===== config.mk =====
export PLATFORM = sky130hd
export DESIGN_NAME = disk_track_sector_translator
export DESIGN_NICKNAME = d
export VERILOG_FILES = /design/src/rtl/core/dtst_pkg.sv /design/src/rtl/core/dtst_apb_regs.sv /design/src/rtl/core/dtst_zone_stage.sv /design/src/rtl/core/dtst_calc_stage.sv /design/src/rtl/core/dtst_out_stage.sv /design/src/rtl/core/disk_track_sector_translator.sv
export SDC_FILE = /design/constraint.sdc
export NUM_CORES = 1
export LEC_CHECK = 0
export ABC_AREA = 1
export BUFFER_PORTS_ARGS = -buffer_cell sky130_fd_sc_hd__buf_2
export CAP_MARGIN = 20
export CORE_ASPECT_RATIO = 0.8
export CORE_MARGIN = 2
export CORE_UTILIZATION = 40
export CTS_CLUSTER_DIAMETER = 80
export DETAILED_ROUTE_END_ITERATION = 7
export PLACE_DENSITY_LB_ADDON = 0.12
export REMOVE_ABC_BUFFERS = 1
export SLEW_MARGIN = 20
export SYNTH_ARGS = -nofsm -noshare
export SYNTH_HDL_FRONTEND = slang
export SYNTH_SLANG_ARGS = --single-unit

===== constraint.sdc =====
create_clock -name clk -period 5.8 [get_ports clk]
set_clock_uncertainty 0.15 [all_clocks]
set_input_delay 1.74 -clock clk [delete_from_list [all_inputs] [get_ports clk]]
set_output_delay 1.74 -clock clk [all_outputs]
set_load 0.05 [all_outputs]

===== src/rtl/core/dtst_pkg.sv =====
`default_nettype none
// ----------------------------------------------------------------------------
// dtst_pkg
// Types, register codes and zone geometry tables for the track/sector
// translator.
// ----------------------------------------------------------------------------
package dtst_pkg;

	localparam int NumFormats = 4;
	localparam int MaxZones   = 8;

	localparam logic [1:0] REG_DISK_FORMAT     = 2'd0;
	localparam logic [1:0] REG_DIRECTORY_TRACK = 2'd1;
	localparam logic [1:0] REG_SECTOR_INTERLV  = 2'd2;
	localparam logic [1:0] REG_DIR_INTERLV     = 2'd3;

	typedef struct packed {
		logic [7:0] track;
		logic [7:0] sector;
	} in_item_t;

	typedef struct packed {
		logic        track_ok;
		logic        sector_ok;
		logic [5:0]  sectors_in_track;
		logic [11:0] block_index;
		logic [19:0] byte_offset;
		logic [5:0]  next_sector;
		logic        next_ok;
	} out_item_t;

	typedef struct packed {
		logic [1:0] disk_format;
		logic [6:0] directory_track;
		logic [5:0] sector_interleave;
		logic [5:0] dir_interleave;
	} cfg_t;

	// stage 1 -> stage 2
	typedef struct packed {
		logic        found;
		logic [7:0]  sector;
		logic [6:0]  offs;
		logic [5:0]  count;
		logic [11:0] base;
		logic [5:0]  step;
	} zone_item_t;

	// stage 2 -> stage 3
	typedef struct packed {
		logic        found;
		logic        sector_ok;
		logic [5:0]  count;
		logic [11:0] block;
		logic [8:0]  rem;
	} calc_item_t;

	typedef struct packed {
		logic        found;
		logic [6:0]  first;
		logic [5:0]  count;
		logic [11:0] base;
	} zone_hit_t;

	localparam logic [3:0] ZONE_TOTAL [NumFormats] = '{4'd4, 4'd4, 4'd8, 4'd1};

	localparam logic [11:0] DISK_BLOCKS [NumFormats] =
		'{12'd683, 12'd768, 12'd1366, 12'd3200};

	localparam logic [6:0] ZONE_FIRST [NumFormats][MaxZones] = '{
		'{7'd1, 7'd18, 7'd25, 7'd31, 7'd0,  7'd0,  7'd0,  7'd0},
		'{7'd1, 7'd18, 7'd25, 7'd31, 7'd0,  7'd0,  7'd0,  7'd0},
		'{7'd1, 7'd18, 7'd25, 7'd31, 7'd36, 7'd53, 7'd60, 7'd66},
		'{7'd1, 7'd0,  7'd0,  7'd0,  7'd0,  7'd0,  7'd0,  7'd0}
	};

	localparam logic [6:0] ZONE_LAST [NumFormats][MaxZones] = '{
		'{7'd17, 7'd24, 7'd30, 7'd35, 7'd0,  7'd0,  7'd0,  7'd0},
		'{7'd17, 7'd24, 7'd30, 7'd40, 7'd0,  7'd0,  7'd0,  7'd0},
		'{7'd17, 7'd24, 7'd30, 7'd35, 7'd52, 7'd59, 7'd65, 7'd70},
		'{7'd80, 7'd0,  7'd0,  7'd0,  7'd0,  7'd0,  7'd0,  7'd0}
	};

	localparam logic [5:0] ZONE_COUNT [NumFormats][MaxZones] = '{
		'{6'd21, 6'd19, 6'd18, 6'd17, 6'd0,  6'd0,  6'd0,  6'd0},
		'{6'd21, 6'd19, 6'd18, 6'd17, 6'd0,  6'd0,  6'd0,  6'd0},
		'{6'd21, 6'd19, 6'd18, 6'd17, 6'd21, 6'd19, 6'd18, 6'd17},
		'{6'd40, 6'd0,  6'd0,  6'd0,  6'd0,  6'd0,  6'd0,  6'd0}
	};

	// blocks ahead of each zone
	localparam logic [11:0] ZONE_BASE [NumFormats][MaxZones] = '{
		'{12'd0, 12'd357, 12'd490, 12'd598, 12'd0,   12'd0,    12'd0,    12'd0},
		'{12'd0, 12'd357, 12'd490, 12'd598, 12'd0,   12'd0,    12'd0,    12'd0},
		'{12'd0, 12'd357, 12'd490, 12'd598, 12'd683, 12'd1040, 12'd1173, 12'd1281},
		'{12'd0, 12'd0,   12'd0,   12'd0,   12'd0,   12'd0,    12'd0,    12'd0}
	};

	// first matching zone wins; an unmatched track reports the disk size as base
	function automatic zone_hit_t zone_lookup(logic [1:0] fmt, logic [7:0] track);
		zone_hit_t hit;
		hit.found = 1'b0;
		hit.first = '0;
		hit.count = '0;
		hit.base  = DISK_BLOCKS[fmt];
		for (int z = MaxZones - 1; z >= 0; z--) begin
			if ((4'(z) < ZONE_TOTAL[fmt]) &&
			    (track >= {1'b0, ZONE_FIRST[fmt][z]}) &&
			    (track <= {1'b0, ZONE_LAST[fmt][z]})) begin
				hit.found = 1'b1;
				hit.first = ZONE_FIRST[fmt][z];
				hit.count = ZONE_COUNT[fmt][z];
				hit.base  = ZONE_BASE[fmt][z];
			end
		end
		return hit;
	endfunction

	// one restoring step of the remainder
	function automatic logic [8:0] mod_step(logic [8:0] r, logic [9:0] d);
		logic [8:0] res;
		res = r;
		if ({1'b0, r} >= d)
			res = r - d[8:0];
		return res;
	endfunction

endpackage
`default_nettype wire


===== src/rtl/core/dtst_apb_regs.sv =====
`default_nettype none
// ----------------------------------------------------------------------------
// dtst_apb_regs
// APB register file holding format, directory track and interleave steps.
// ----------------------------------------------------------------------------
module dtst_apb_regs (
	input  wire logic         clk,
	input  wire logic         arst_n,
	input  wire logic         psel,
	input  wire logic         penable,
	input  wire logic         pwrite,
	input  wire logic [3:0]   paddr,
	input  wire logic [31:0]  pwdata,
	output logic [31:0]       prdata,
	output logic              pready,
	output dtst_pkg::cfg_t    cfg
);
	import dtst_pkg::*;

	cfg_t       cfg_q;
	logic       wr_en;
	logic [1:0] reg_idx;

	assign pready  = 1'b1;
	assign reg_idx = paddr[3:2];
	assign wr_en   = psel && penable && pwrite;

	always_ff @(posedge clk or negedge arst_n) begin
		if (!arst_n) begin
			cfg_q.disk_format       <= 2'd0;
			cfg_q.directory_track   <= 7'd18;
			cfg_q.sector_interleave <= 6'd10;
			cfg_q.dir_interleave    <= 6'd3;
		end else if (wr_en) begin
			unique case (reg_idx)
				REG_DISK_FORMAT:     cfg_q.disk_format       <= pwdata[1:0];
				REG_DIRECTORY_TRACK: cfg_q.directory_track   <= pwdata[6:0];
				REG_SECTOR_INTERLV:  cfg_q.sector_interleave <= pwdata[5:0];
				REG_DIR_INTERLV:     cfg_q.dir_interleave    <= pwdata[5:0];
				default: ;
			endcase
		end
	end

	always_comb begin
		unique case (reg_idx)
			REG_DISK_FORMAT:     prdata = {30'd0, cfg_q.disk_format};
			REG_DIRECTORY_TRACK: prdata = {25'd0, cfg_q.directory_track};
			REG_SECTOR_INTERLV:  prdata = {26'd0, cfg_q.sector_interleave};
			REG_DIR_INTERLV:     prdata = {26'd0, cfg_q.dir_interleave};
			default:             prdata = '0;
		endcase
	end

	assign cfg = cfg_q;

endmodule
`default_nettype wire


===== src/rtl/core/dtst_zone_stage.sv =====
`default_nettype none
// ----------------------------------------------------------------------------
// dtst_zone_stage
// Stage 1: zone lookup, track offset within zone and interleave selection.
// ----------------------------------------------------------------------------
module dtst_zone_stage (
	input  wire logic                 clk,
	input  wire logic                 arst_n,
	input  wire logic                 adv,
	input  wire logic                 vld_i,
	input  wire dtst_pkg::in_item_t   data_i,
	input  wire dtst_pkg::cfg_t       cfg,
	output logic                      vld_o,
	output dtst_pkg::zone_item_t      data_o
);
	import dtst_pkg::*;

	logic       vld_s1;
	zone_item_t data_s1;
	zone_item_t nxt;
	zone_hit_t  hit;
	logic [7:0] offs_full;

	always_comb begin
		hit       = zone_lookup(cfg.disk_format, data_i.track);
		offs_full = data_i.track - {1'b0, hit.first};
		nxt.found  = hit.found;
		nxt.sector = data_i.sector;
		nxt.offs   = hit.found ? offs_full[6:0] : 7'd0;
		nxt.count  = hit.count;
		nxt.base   = hit.base;
		nxt.step   = (data_i.track == {1'b0, cfg.directory_track}) ?
		             cfg.dir_interleave : cfg.sector_interleave;
	end

	always_ff @(posedge clk or negedge arst_n) begin
		if (!arst_n)
			vld_s1 <= 1'b0;
		else if (adv)
			vld_s1 <= vld_i;
	end

	always_ff @(posedge clk) begin
		if (adv && vld_i)
			data_s1 <= nxt;
	end

	assign vld_o  = vld_s1;
	assign data_o = data_s1;

endmodule
`default_nettype wire


===== src/rtl/core/dtst_calc_stage.sv =====
`default_nettype none
// ----------------------------------------------------------------------------
// dtst_calc_stage
// Stage 2: block index multiply-add, sector check and upper remainder steps.
// ----------------------------------------------------------------------------
module dtst_calc_stage (
	input  wire logic                  clk,
	input  wire logic                  arst_n,
	input  wire logic                  adv,
	input  wire logic                  vld_i,
	input  wire dtst_pkg::zone_item_t  data_i,
	output logic                       vld_o,
	output dtst_pkg::calc_item_t       data_o
);
	import dtst_pkg::*;

	logic        vld_s2;
	calc_item_t  data_s2;
	calc_item_t  nxt;
	logic [12:0] prod;
	logic [8:0]  sum;
	logic [8:0]  r4;

	always_comb begin
		prod = {6'd0, data_i.offs} * {7'd0, data_i.count};
		sum  = {1'b0, data_i.sector} + {3'd0, data_i.step};
		r4   = mod_step(sum, {4'd0, data_i.count} << 4);
		nxt.found     = data_i.found;
		nxt.sector_ok = data_i.found && (data_i.sector < {2'd0, data_i.count});
		nxt.count     = data_i.count;
		nxt.block     = data_i.found ?
		                12'(data_i.base + prod[11:0] + {4'd0, data_i.sector}) :
		                data_i.base;
		nxt.rem       = mod_step(r4, {4'd0, data_i.count} << 3);
	end

	always_ff @(posedge clk or negedge arst_n) begin
		if (!arst_n)
			vld_s2 <= 1'b0;
		else if (adv)
			vld_s2 <= vld_i;
	end

	always_ff @(posedge clk) begin
		if (adv && vld_i)
			data_s2 <= nxt;
	end

	assign vld_o  = vld_s2;
	assign data_o = data_s2;

endmodule
`default_nettype wire


===== src/rtl/core/dtst_out_stage.sv =====
`default_nettype none
// ----------------------------------------------------------------------------
// dtst_out_stage
// Stage 3: lower remainder steps and the result register.
// ----------------------------------------------------------------------------
module dtst_out_stage (
	input  wire logic                  clk,
	input  wire logic                  arst_n,
	input  wire logic                  adv,
	input  wire logic                  vld_i,
	input  wire dtst_pkg::calc_item_t  data_i,
	output logic                       vld_o,
	output dtst_pkg::out_item_t        data_o
);
	import dtst_pkg::*;

	logic      vld_s3;
	out_item_t data_s3;
	out_item_t nxt;
	logic [8:0] r2;
	logic [8:0] r1;
	logic [8:0] r0;

	always_comb begin
		r2 = mod_step(data_i.rem, {4'd0, data_i.count} << 2);
		r1 = mod_step(r2, {4'd0, data_i.count} << 1);
		r0 = mod_step(r1, {4'd0, data_i.count});
		nxt.track_ok         = data_i.found;
		nxt.sector_ok        = data_i.sector_ok;
		nxt.sectors_in_track = data_i.count;
		nxt.block_index      = data_i.block;
		nxt.byte_offset      = {data_i.block, 8'd0};
		nxt.next_sector      = data_i.found ? r0[5:0] : 6'd0;
		nxt.next_ok          = data_i.found;
	end

	always_ff @(posedge clk or negedge arst_n) begin
		if (!arst_n)
			vld_s3 <= 1'b0;
		else if (adv)
			vld_s3 <= vld_i;
	end

	always_ff @(posedge clk) begin
		if (adv && vld_i)
			data_s3 <= nxt;
	end

	assign vld_o  = vld_s3;
	assign data_o = data_s3;

endmodule
`default_nettype wire


===== src/rtl/core/disk_track_sector_translator.sv =====
`default_nettype none
// ----------------------------------------------------------------------------
// disk_track_sector_translator
// Zoned track/sector to block address translator, three-stage pipeline.
// ----------------------------------------------------------------------------
//  channel  | signals                                   | moves
//  ---------+-------------------------------------------+--------------------
//  in       | in_valid, in_ready, in_data               | track, sector
//  out      | out_valid, out_ready, out_data            | one result/transfer
//  apb      | psel, penable, pwrite, paddr, pwdata, ... | register writes
//
//  One transfer per cycle sustained while out_ready is held high; depth
//  set by the zone lookup, the block multiply-add and the five-step
//  remainder split over stages 2 and 3.
//  Reset clears the stage valid bits and loads register defaults.
//  Each stage advances when empty or when the stage after it advances.
// ----------------------------------------------------------------------------
module disk_track_sector_translator (
	input  wire logic                 clk,
	input  wire logic                 arst_n,
	input  wire logic                 in_valid,
	output logic                      in_ready,
	input  wire dtst_pkg::in_item_t   in_data,
	output logic                      out_valid,
	input  wire logic                 out_ready,
	output dtst_pkg::out_item_t       out_data,
	input  wire logic                 psel,
	input  wire logic                 penable,
	input  wire logic                 pwrite,
	input  wire logic [3:0]           paddr,
	input  wire logic [31:0]          pwdata,
	output logic [31:0]               prdata,
	output logic                      pready
);
	import dtst_pkg::*;

	cfg_t       cfg;
	logic       vld1;
	logic       vld2;
	zone_item_t zone_d;
	calc_item_t calc_d;
	logic       adv1;
	logic       adv2;
	logic       adv3;

	assign adv3     = !out_valid || out_ready;
	assign adv2     = !vld2 || adv3;
	assign adv1     = !vld1 || adv2;
	assign in_ready = adv1;

	dtst_apb_regs u_regs (
		.clk     (clk),
		.arst_n  (arst_n),
		.psel    (psel),
		.penable (penable),
		.pwrite  (pwrite),
		.paddr   (paddr),
		.pwdata  (pwdata),
		.prdata  (prdata),
		.pready  (pready),
		.cfg     (cfg)
	);

	dtst_zone_stage u_zone (
		.clk    (clk),
		.arst_n (arst_n),
		.adv    (adv1),
		.vld_i  (in_valid),
		.data_i (in_data),
		.cfg    (cfg),
		.vld_o  (vld1),
		.data_o (zone_d)
	);

	dtst_calc_stage u_calc (
		.clk    (clk),
		.arst_n (arst_n),
		.adv    (adv2),
		.vld_i  (vld1),
		.data_i (zone_d),
		.vld_o  (vld2),
		.data_o (calc_d)
	);

	dtst_out_stage u_out (
		.clk    (clk),
		.arst_n (arst_n),
		.adv    (adv3),
		.vld_i  (vld2),
		.data_i (calc_d),
		.vld_o  (out_valid),
		.data_o (out_data)
	);

	// a full pipeline is the only reason to refuse a transfer
	a_stall_full: assert property (@(posedge clk) disable iff (!arst_n)
		!in_ready |-> (vld1 && vld2 && out_valid && !out_ready))
		else $error("input stalled with a bubble in the pipeline");

	a_ok_chain: assert property (@(posedge clk) disable iff (!arst_n)
		out_valid |-> (out_data.next_ok == out_data.track_ok) &&
		              (!out_data.sector_ok || out_data.track_ok))
		else $error("validity flags inconsistent");

	a_bad_track: assert property (@(posedge clk) disable iff (!arst_n)
		(out_valid && !out_data.track_ok) |->
		(out_data.sectors_in_track == 6'd0) && (out_data.next_sector == 6'd0))
		else $error("invalid track result not cleared");

	a_next_range: assert property (@(posedge clk) disable iff (!arst_n)
		(out_valid && out_data.track_ok) |->
		(out_data.next_sector < out_data.sectors_in_track))
		else $error("next sector beyond track");

endmodule
`default_nettype wire

==> results_dict.tcl, run 1 <==
set metrics [dict create \
    hold_viol 0 \
    start_kind "flop" \
    internal-power_uw 3550 \
    setup_violations 0 \
    power.leakage_uw 0.00568 \
    io_pins 141 \
    routedWlPerCell_um 14.1 \
    worst_skew_pair.late_latency_ns 0.41 \
    std_cell_rows 51 \
    final_nets 1491 \
    fin_util 0.461 \
    vias 7786 \
    synthFlopType "edfxtp_1" \
    tightest_slew_ns 0.604 \
    post-route-period-util 0.896 \
    track_usage 0.181 \
    first_pass_iters 5 \
    cts_tree "yes" \
    synth_most_common_cell "nand2_1" \
    cts-resized-gates 0 \
    slew_viol_final 0 \
    arrival_ns 5.21 \
    synth.area.top_cells "edfxtp_1 28%, ha_1 12%, nand2_1 10%" \
    slew-limit-headroom 0.598 \
    rsz0062_at_grt "no" \
    min_path_type "flop to flop" \
    p_seq_frac 0.210 \
    portBuffers 79 \
    core_um2 24400 \
    outcome "finished, final reports clean" \
    cts_made_buffers 17 \
    whs_ns 0.266 \
    synth_top_area_frac 0.276 \
    hold_buffers 0 \
    pwr-share-clk 0.170 \
    avgSynthCellArea_um2 8.29 \
    setup_tns_ns 0 \
    layout_setup_ws_ns 0.605 \
    start_util 0.410 \
    crit_fanout 7 \
    htreeDepth 4 \
    viasPerCell 4.80 \
    peakVddDrop_mv 0.244 \
    dpl.cell_count 1590 \
    synth.distinct_cells 51 \
    dieHeight_um 146 \
    async_reset_ff_frac 0.207 \
    power-per-cell-area_nw_per_um2 595 \
    synth_commonest_cells "279 x nand2_1, 214 x inv_1, 97 x ha_1" \
    syn_inst 1209 \
    clk_pin_slew_ns 0.05 \
    grt_pass1_vias 7434 \
    max_freq_ghz 0.192 \
    clkSinkCount 116 \
    cts_buffer_depth 2 \
    drc 0 \
    critPathKind "flop to flop" \
    syn_area_um2 10000 \
    yosysWarnings 0 \
    root_buffer "clkbuf_16" \
    synth.largest_area_cell "edfxtp_1" \
    p_switching_uw 3170 \
    fillers 2459 \
    fin_crit_ns 5.20 \
    drive_gt1_frac 0.127 \
    grt_pass1_wl_mm 38.1 \
    post-place-ws_ns 0.316 \
    yosys_register_bits 116 \
    synth_edf_count 92 \
    comb_power_share 0.621 \
    area_growth_pct 12.6 \
    ant_nets 0 \
    final_cell_count_no_fill 1623 \
    antenna_found_initial 1 \
    post_cts_buffers 0 \
    drt_first_iter_violations 402 \
    crit_required_ns 5.81 \
    die_area_um2 26300 \
    dp.final_hpwl_mm 18.4 \
    max_cap_viol_count 0 \
    overflow 0 \
    cp-end-kind "flop" \
    seq_area_frac_synth 0.336 \
    grt_max_degree 40 \
    p_sw_frac 0.472 \
    routabilityCongestion 0.882 \
    routed_wl_mm 22.9 \
    fp.dieW_um 181 \
]
==> critical path: stages, from the launching register on <==
cell and delay (ns):
edfxtp_1 0.35, inv_1 0.17, ha_1 0.42, inv_1 0.11, nor3_1 0.22, nand2_2 0.16, nand3_4 0.15, nand2_1 0.07
nand2_1 0.11, inv_1 0.05, ha_1 0.35, a21o_1 0.20, a21oi_1 0.12, nand2_1 0.11, nor2_2 0.22, nand3_2 0.18
o21ai_0 0.29, inv_1 0.11, ha_1 0.33, a31o_2 0.24, a21oi_1 0.18, nand3_1 0.15, nor2_4 0.24, nand2_4 0.10
nor2_1 0.11, nor2_1 0.06
==> flip-flops by register name (all words and copies together) (netlist names) <==
name,count
u_out.data_o,25
u_out.vld_o,1
u_calc.vld_o,1
u_calc.data_o,28
u_zone.data_o,39
u_regs.cfg,21
u_zone.vld_o,1
==> power by group through the flow <==
stage	logic [µW]	registers, µW	clock network, µW
floorplan	3010	1700	0
global placement	4120	1420	0
finish	4170	1410	1140
CTS	4170	1410	1170
global route	4760	1440	1200
detailed placement	4150	1430	0
==> cell type report <==
type / instances / area [µm²] / share of cell area
multi-input combinational: 846 / 5550 / 0.492
inverter: 219 / 825 / 0.0731
tap: 318 / 398 / 0.0353
clock buffer: 24 / 502 / 0.0445
antenna: 1 / 2.50 / 0.000222
clock inverter: 8 / 145 / 0.0129
sequential: 116 / 3370 / 0.299
timing repair buffer: 91 / 485 / 0.0431
==> worst paths after layout <==
check                           cells after the start                        start  slack, ns                       endpoint
max in group asynchronous                           1                       arst_n       3.91        u_out.vld_o$_DFFE_PN0P_
min in group asynchronous                           1                       arst_n       1.19      u_regs.cfg[2]$_DFFE_PN0P_
worst min-delay path                                0  u_calc.data_o[16]$_DFFE_PP_       0.27     u_out.data_o[34]$_DFFE_PP_
worst max register to register                     25  u_calc.data_o[24]$_DFFE_PP_       0.60  u_out.data_o[1]$_SDFFCE_PN0P_
worst max-delay path                               25  u_calc.data_o[24]$_DFFE_PP_       0.60  u_out.data_o[1]$_SDFFCE_PN0P_
worst min register to register                      0  u_calc.data_o[16]$_DFFE_PP_       0.27     u_out.data_o[34]$_DFFE_PP_
==> metal layers <==
layer	vias to the layer above	global-route usage	wire length, µm
li1	4018	-	-
met1	3557	0.269	11800
met2	189	0.269	9520
met3	22	0.0355	1230
met4	0	0.0468	276
met5	-	0	0
==> cells in the final DEF, fill, tap and decap left out, types with 4 or more instances in the layout <==
| cell | count |
|---|---|
| conb_1 | 34 |
| nand3_1 | 44 |
| dfstp_2 | 6 |
| xor2_1 | 18 |
| o211ai_1 | 6 |
| a211oi_1 | 4 |
| nand2_1 | 279 |
| nor2_1 | 80 |
| o21ai_1 | 4 |
| edfxtp_1 | 92 |
| nor2_2 | 7 |
| nand3_2 | 5 |
| clkbuf_8 | 5 |
| nand3b_1 | 5 |
| buf_4 | 12 |
| nand2_2 | 8 |
| a31oi_1 | 4 |
| clkbuf_16 | 17 |
| fa_1 | 44 |
| ha_1 | 97 |
| bufinv_16 | 4 |
| inv_2 | 4 |
| xnor2_1 | 19 |
| buf_2 | 79 |
| nand4_1 | 24 |
| inv_1 | 214 |
| nor3_1 | 7 |
| o21ai_0 | 66 |
| a21oi_1 | 52 |
| dfrtp_1 | 18 |
==> stage by stage <==
step / area (µm²) / power, µW
4_1_cts: 11300 / 6750
2_1_floorplan: 9730 / 4710
3_5_place_dp: 10600 / 5580
6_report: 11300 / 6710
5_1_grt: 11300 / 7410
3_3_place_gp: 10600 / 5540
==> cells by family after synthesis <==
logic type / Yosys count / share of synthesized area
simple gates: 472 / 0.206
xor+xnor: 37 / 0.0324
mux: 1 / 0.000999
other cells: 2 / 0.000750
fa+ha+maj: 141 / 0.209
flops: 116 / 0.336
compound gates: 161 / 0.0911
buf+inv: 279 / 0.123
No activity file was read; power rests on OpenSTA's default activity.
==> inputs of run 2 (changes only) <==
--- a/config.mk
+++ b/config.mk
@@ -18,4 +18,5 @@
 export SLEW_MARGIN = 20
 export SYNTH_ARGS = -nofsm -noshare
 export SYNTH_HDL_FRONTEND = slang
+export SYNTH_HIERARCHICAL = 1
 export SYNTH_SLANG_ARGS = --single-unit
==> run 2 against run 1 <==
  * Non-clock buffer count decreased by 6
  * Synthesized cell count grew 16%
  * Count of clock-buffer cells in the layout decreased by 7
  * First-iteration DRC count down 3.2%
  * Combinational power decreased by 11%
  * Power shrank 8.0%
  * Worst setup slack got worse by 0.019 ns
  * Sequential cell count is 2 higher
  * Cell area rose by 6.7%
  * Sequential power decreased by 3%
  * Fmax decreased by 0.36%
  * Critical path type unchanged
  * Critical endpoint is now u_out/data_o[1]$_SDFFCE_PN0P_
==> results_dict.tcl, run 2 <==
set metrics [dict create \
    comb_power_share 0.604 \
    ant_nets 0 \
    grt_pass1_vias 7938 \
    core_um2 26500 \
    dieHeight_um 151 \
    synthXorXnorAreaFrac 0.0209 \
    worst_skew_pair.late_latency_ns 0.43 \
    synth_commonest_cells "425 x nand2_1, 244 x inv_1, 95 x ha_1" \
    cts_tree "yes" \
    overflow 0 \
    io_pins 141 \
    yosys.area_share.adder 0.191 \
    slew-limit-headroom 0.370 \
    rsz0062_at_grt "no" \
    power-per-cell-area_nw_per_um2 513 \
    post-route-period-util 0.899 \
    worstHoldEndpoint "u_out/data_o[29]$_DFFE_PP_" \
    slew_viol_final 0 \
    start_util 0.410 \
    area_growth_pct 10.9 \
    fin_crit_ns 5.21 \
    synth_edf_count 94 \
    internal-power_uw 3220 \
    root_buffer "clkbuf_16" \
    avgSynthCellArea_um2 7.74 \
    outcome "finished, final reports clean" \
    min_path_type "flop to flop" \
    whs_path_depth 0 \
    syn_inst 1402 \
    htreeDepth 4 \
    synth_top_area_frac 0.260 \
    layout_commonest_cell "nand2_1" \
    cts_buffer_depth 2 \
    grt_pass1_wl_mm 40.5 \
    synth-compound-area-share 0.0594 \
    clkSinkCount 118 \
    cpMostUsedCell "nand2_1" \
    portBuffers 79 \
    hold_viol 0 \
    drive_gt1_frac 0.133 \
    synth.area.top_cells "edfxtp_1 26%, nand2_1 15%, ha_1 11%" \
    r2r_cells 29 \
    track_usage 0.180 \
    pwr-share-clk 0.174 \
    vias 8572 \
    reg2reg_slack_ns 0.59 \
    synth.distinct_cells 51 \
    p_seq_frac 0.222 \
    viasPerCell 4.63 \
    routedWlPerCell_um 13.3 \
    synthSimpleGateAreaFrac 0.280 \
    routabilityCongestion 0.882 \
    dpl.cell_count 1815 \
    multi_input_area_um2 6100 \
    fillers 2648 \
    yosys_register_bits 118 \
    worstReg2RegEnd "u_out/data_o[1]$_SDFFCE_PN0P_" \
    tightest_slew_ns 0.939 \
    first_pass_iters 5 \
    max_cap_viol_count 0 \
    clk_pin_slew_ns 0.05 \
    hold_start "u_calc/data_o[11]$_DFFE_PP_" \
    max_stage_delay_ns 0.46 \
    drt_first_iter_violations 389 \
    setup_violations 0 \
    p_switching_uw 2960 \
    synth_top_family_by_area "simple AND/OR/NAND/NOR gates" \
    die_area_um2 28500 \
    fin_util 0.455 \
    synthMuxAreaShare 0 \
    final_cell_count_no_fill 1851 \
    yosysWarnings 6 \
    grt_max_degree 40 \
    p_sw_frac 0.479 \
    drc 0 \
    synthFlopType "edfxtp_1" \
    fp.dieW_um 188 \
    regArea_um2 3430 \
    peakVddDrop_mv 0.301 \
    synth_most_common_cell "nand2_1" \
    synth.largest_area_cell "edfxtp_1" \
    crit_fanout 9 \
    arrival_ns 5.24 \
    final_nets 1675 \
    critPathKind "flop to flop" \
    cp-end-kind "flop" \
    layout_common_cells "425 x nand2_1, 242 x inv_1, 95 x ha_1" \
    finalInstanceArea_um2 12000 \
    whs_ns 0.266 \
    r2r-start "u_calc/data_o[22]$_DFFE_PP_" \
    crit_required_ns 5.82 \
    hold_buffers 0 \
    setup_tns_ns 0 \
    cts_made_buffers 17 \
    dp.final_hpwl_mm 20.0 \
    syn_area_um2 10800 \
    async_reset_ff_frac 0.203 \
    antenna_found_initial 5 \
    worst_path_max_delay_cell "edfxtp_1" \
    power.leakage_uw 0.00628 \
    largest_reg_flops 39 \
    seq_area_frac_synth 0.316 \
    max_freq_ghz 0.192 \
    std_cell_rows 53 \
    start_kind "flop" \
    placed_cell_area_um2 11400 \
    routed_wl_mm 24.7 \
]
[run 2: cell count changes in the layout (fill, tap and decap cells not counted), moves of 11 or more]
cell     previous run  this run
nand2_1           279       425
nand3_1            44        83
inv_1             214       242
o21ai_0            66        41
inv_2               4        15
[run 2: power by group through the flow]
stage                     registers, µW  logic, µW  clock network [µW]
after floorplan                    1600       2760                   0
after global placement             1390       3690                   0
after detailed placement           1390       3720                   0
after CTS                          1370       3740                1100
after global routing               1400       4290                1130
final                              1370       3730                1070
[run 2: kinds of logic (layout without fill, tap and decap cells)]
family          Yosys count  count (layout)
buf+inv                 322             379
fa+ha+maj               139             139
flops                   118             118
xor+xnor                 25              25
other cells               3              38
simple gates            678             678
compound gates          117             117
[run 2: area by class of cell]
class | count | share of cell area
Tap cell | 357 | 0.0371
Multi-Input combinational cell | 993 | 0.507
Sequential cell | 118 | 0.285
Antenna cell | 4 | 0.000832
Inverter | 262 | 0.0828
Clock inverter | 15 | 0.0149
Timing Repair Buffer | 85 | 0.0366
Clock buffer | 17 | 0.0354
[run 2: worst max-delay path: cells and delay by family (launching register included)]
| family | cells | cell delay (ns) |
|---|---|---|
| fa+ha+maj | 3 | 1.01 |
| compound gates | 6 | 0.94 |
| flops | 1 | 0.46 |
| simple gates | 15 | 1.83 |
| buf+inv | 5 | 0.58 |
[run 2: what timing repair did]
action,4_1_cts,5_1_grt
buffers inserted,0,0
resized for setup,0,2
endpoints found under the setup margin,0,6
[run 2: worst max path at each step]
| stage | to | slack [ns] | cells past startpoint | start |
|---|---|---|---|---|
| global placement | u_out/data_o[2]$_SDFFCE_PN0P_ | 0.38 | 29 | u_calc/data_o[22]$_DFFE_PP_ |
| detailed placement | u_out/data_o[1]$_SDFFCE_PN0P_ | 0.35 | 29 | u_calc/data_o[22]$_DFFE_PP_ |
| CTS | u_out/data_o[1]$_SDFFCE_PN0P_ | 0.35 | 29 | u_calc/data_o[22]$_DFFE_PP_ |
| finish | u_out/data_o[1]$_SDFFCE_PN0P_ | 0.59 | 29 | u_calc/data_o[22]$_DFFE_PP_ |
| floorplan | u_out/data_o[2]$_SDFFCE_PN0P_ | 1.08 | 29 | u_calc/data_o[22]$_DFFE_PP_ |
| global route | u_out/data_o[4]$_SDFFCE_PN0P_ | 0.08 | 29 | u_calc/data_o[22]$_DFFE_PP_ |
[run 2: routing by layer]
metal	track usage	vias up	part of all wire
met1	0.263	3834	0.52
met4	0.0378	2	0.0076
met5	0	-	0.00053
met2	0.272	197	0.42
met3	0.0431	14	0.056
li1	-	4525	-
[run 2: stage by stage]
step                total power [µW]  setup slack (ns)
detailed placement              5110             0.350
global route                    6820            0.0803
global placement                5080             0.384
floorplan                       4370              1.08
CTS                             6210             0.350
finish                          6170             0.586
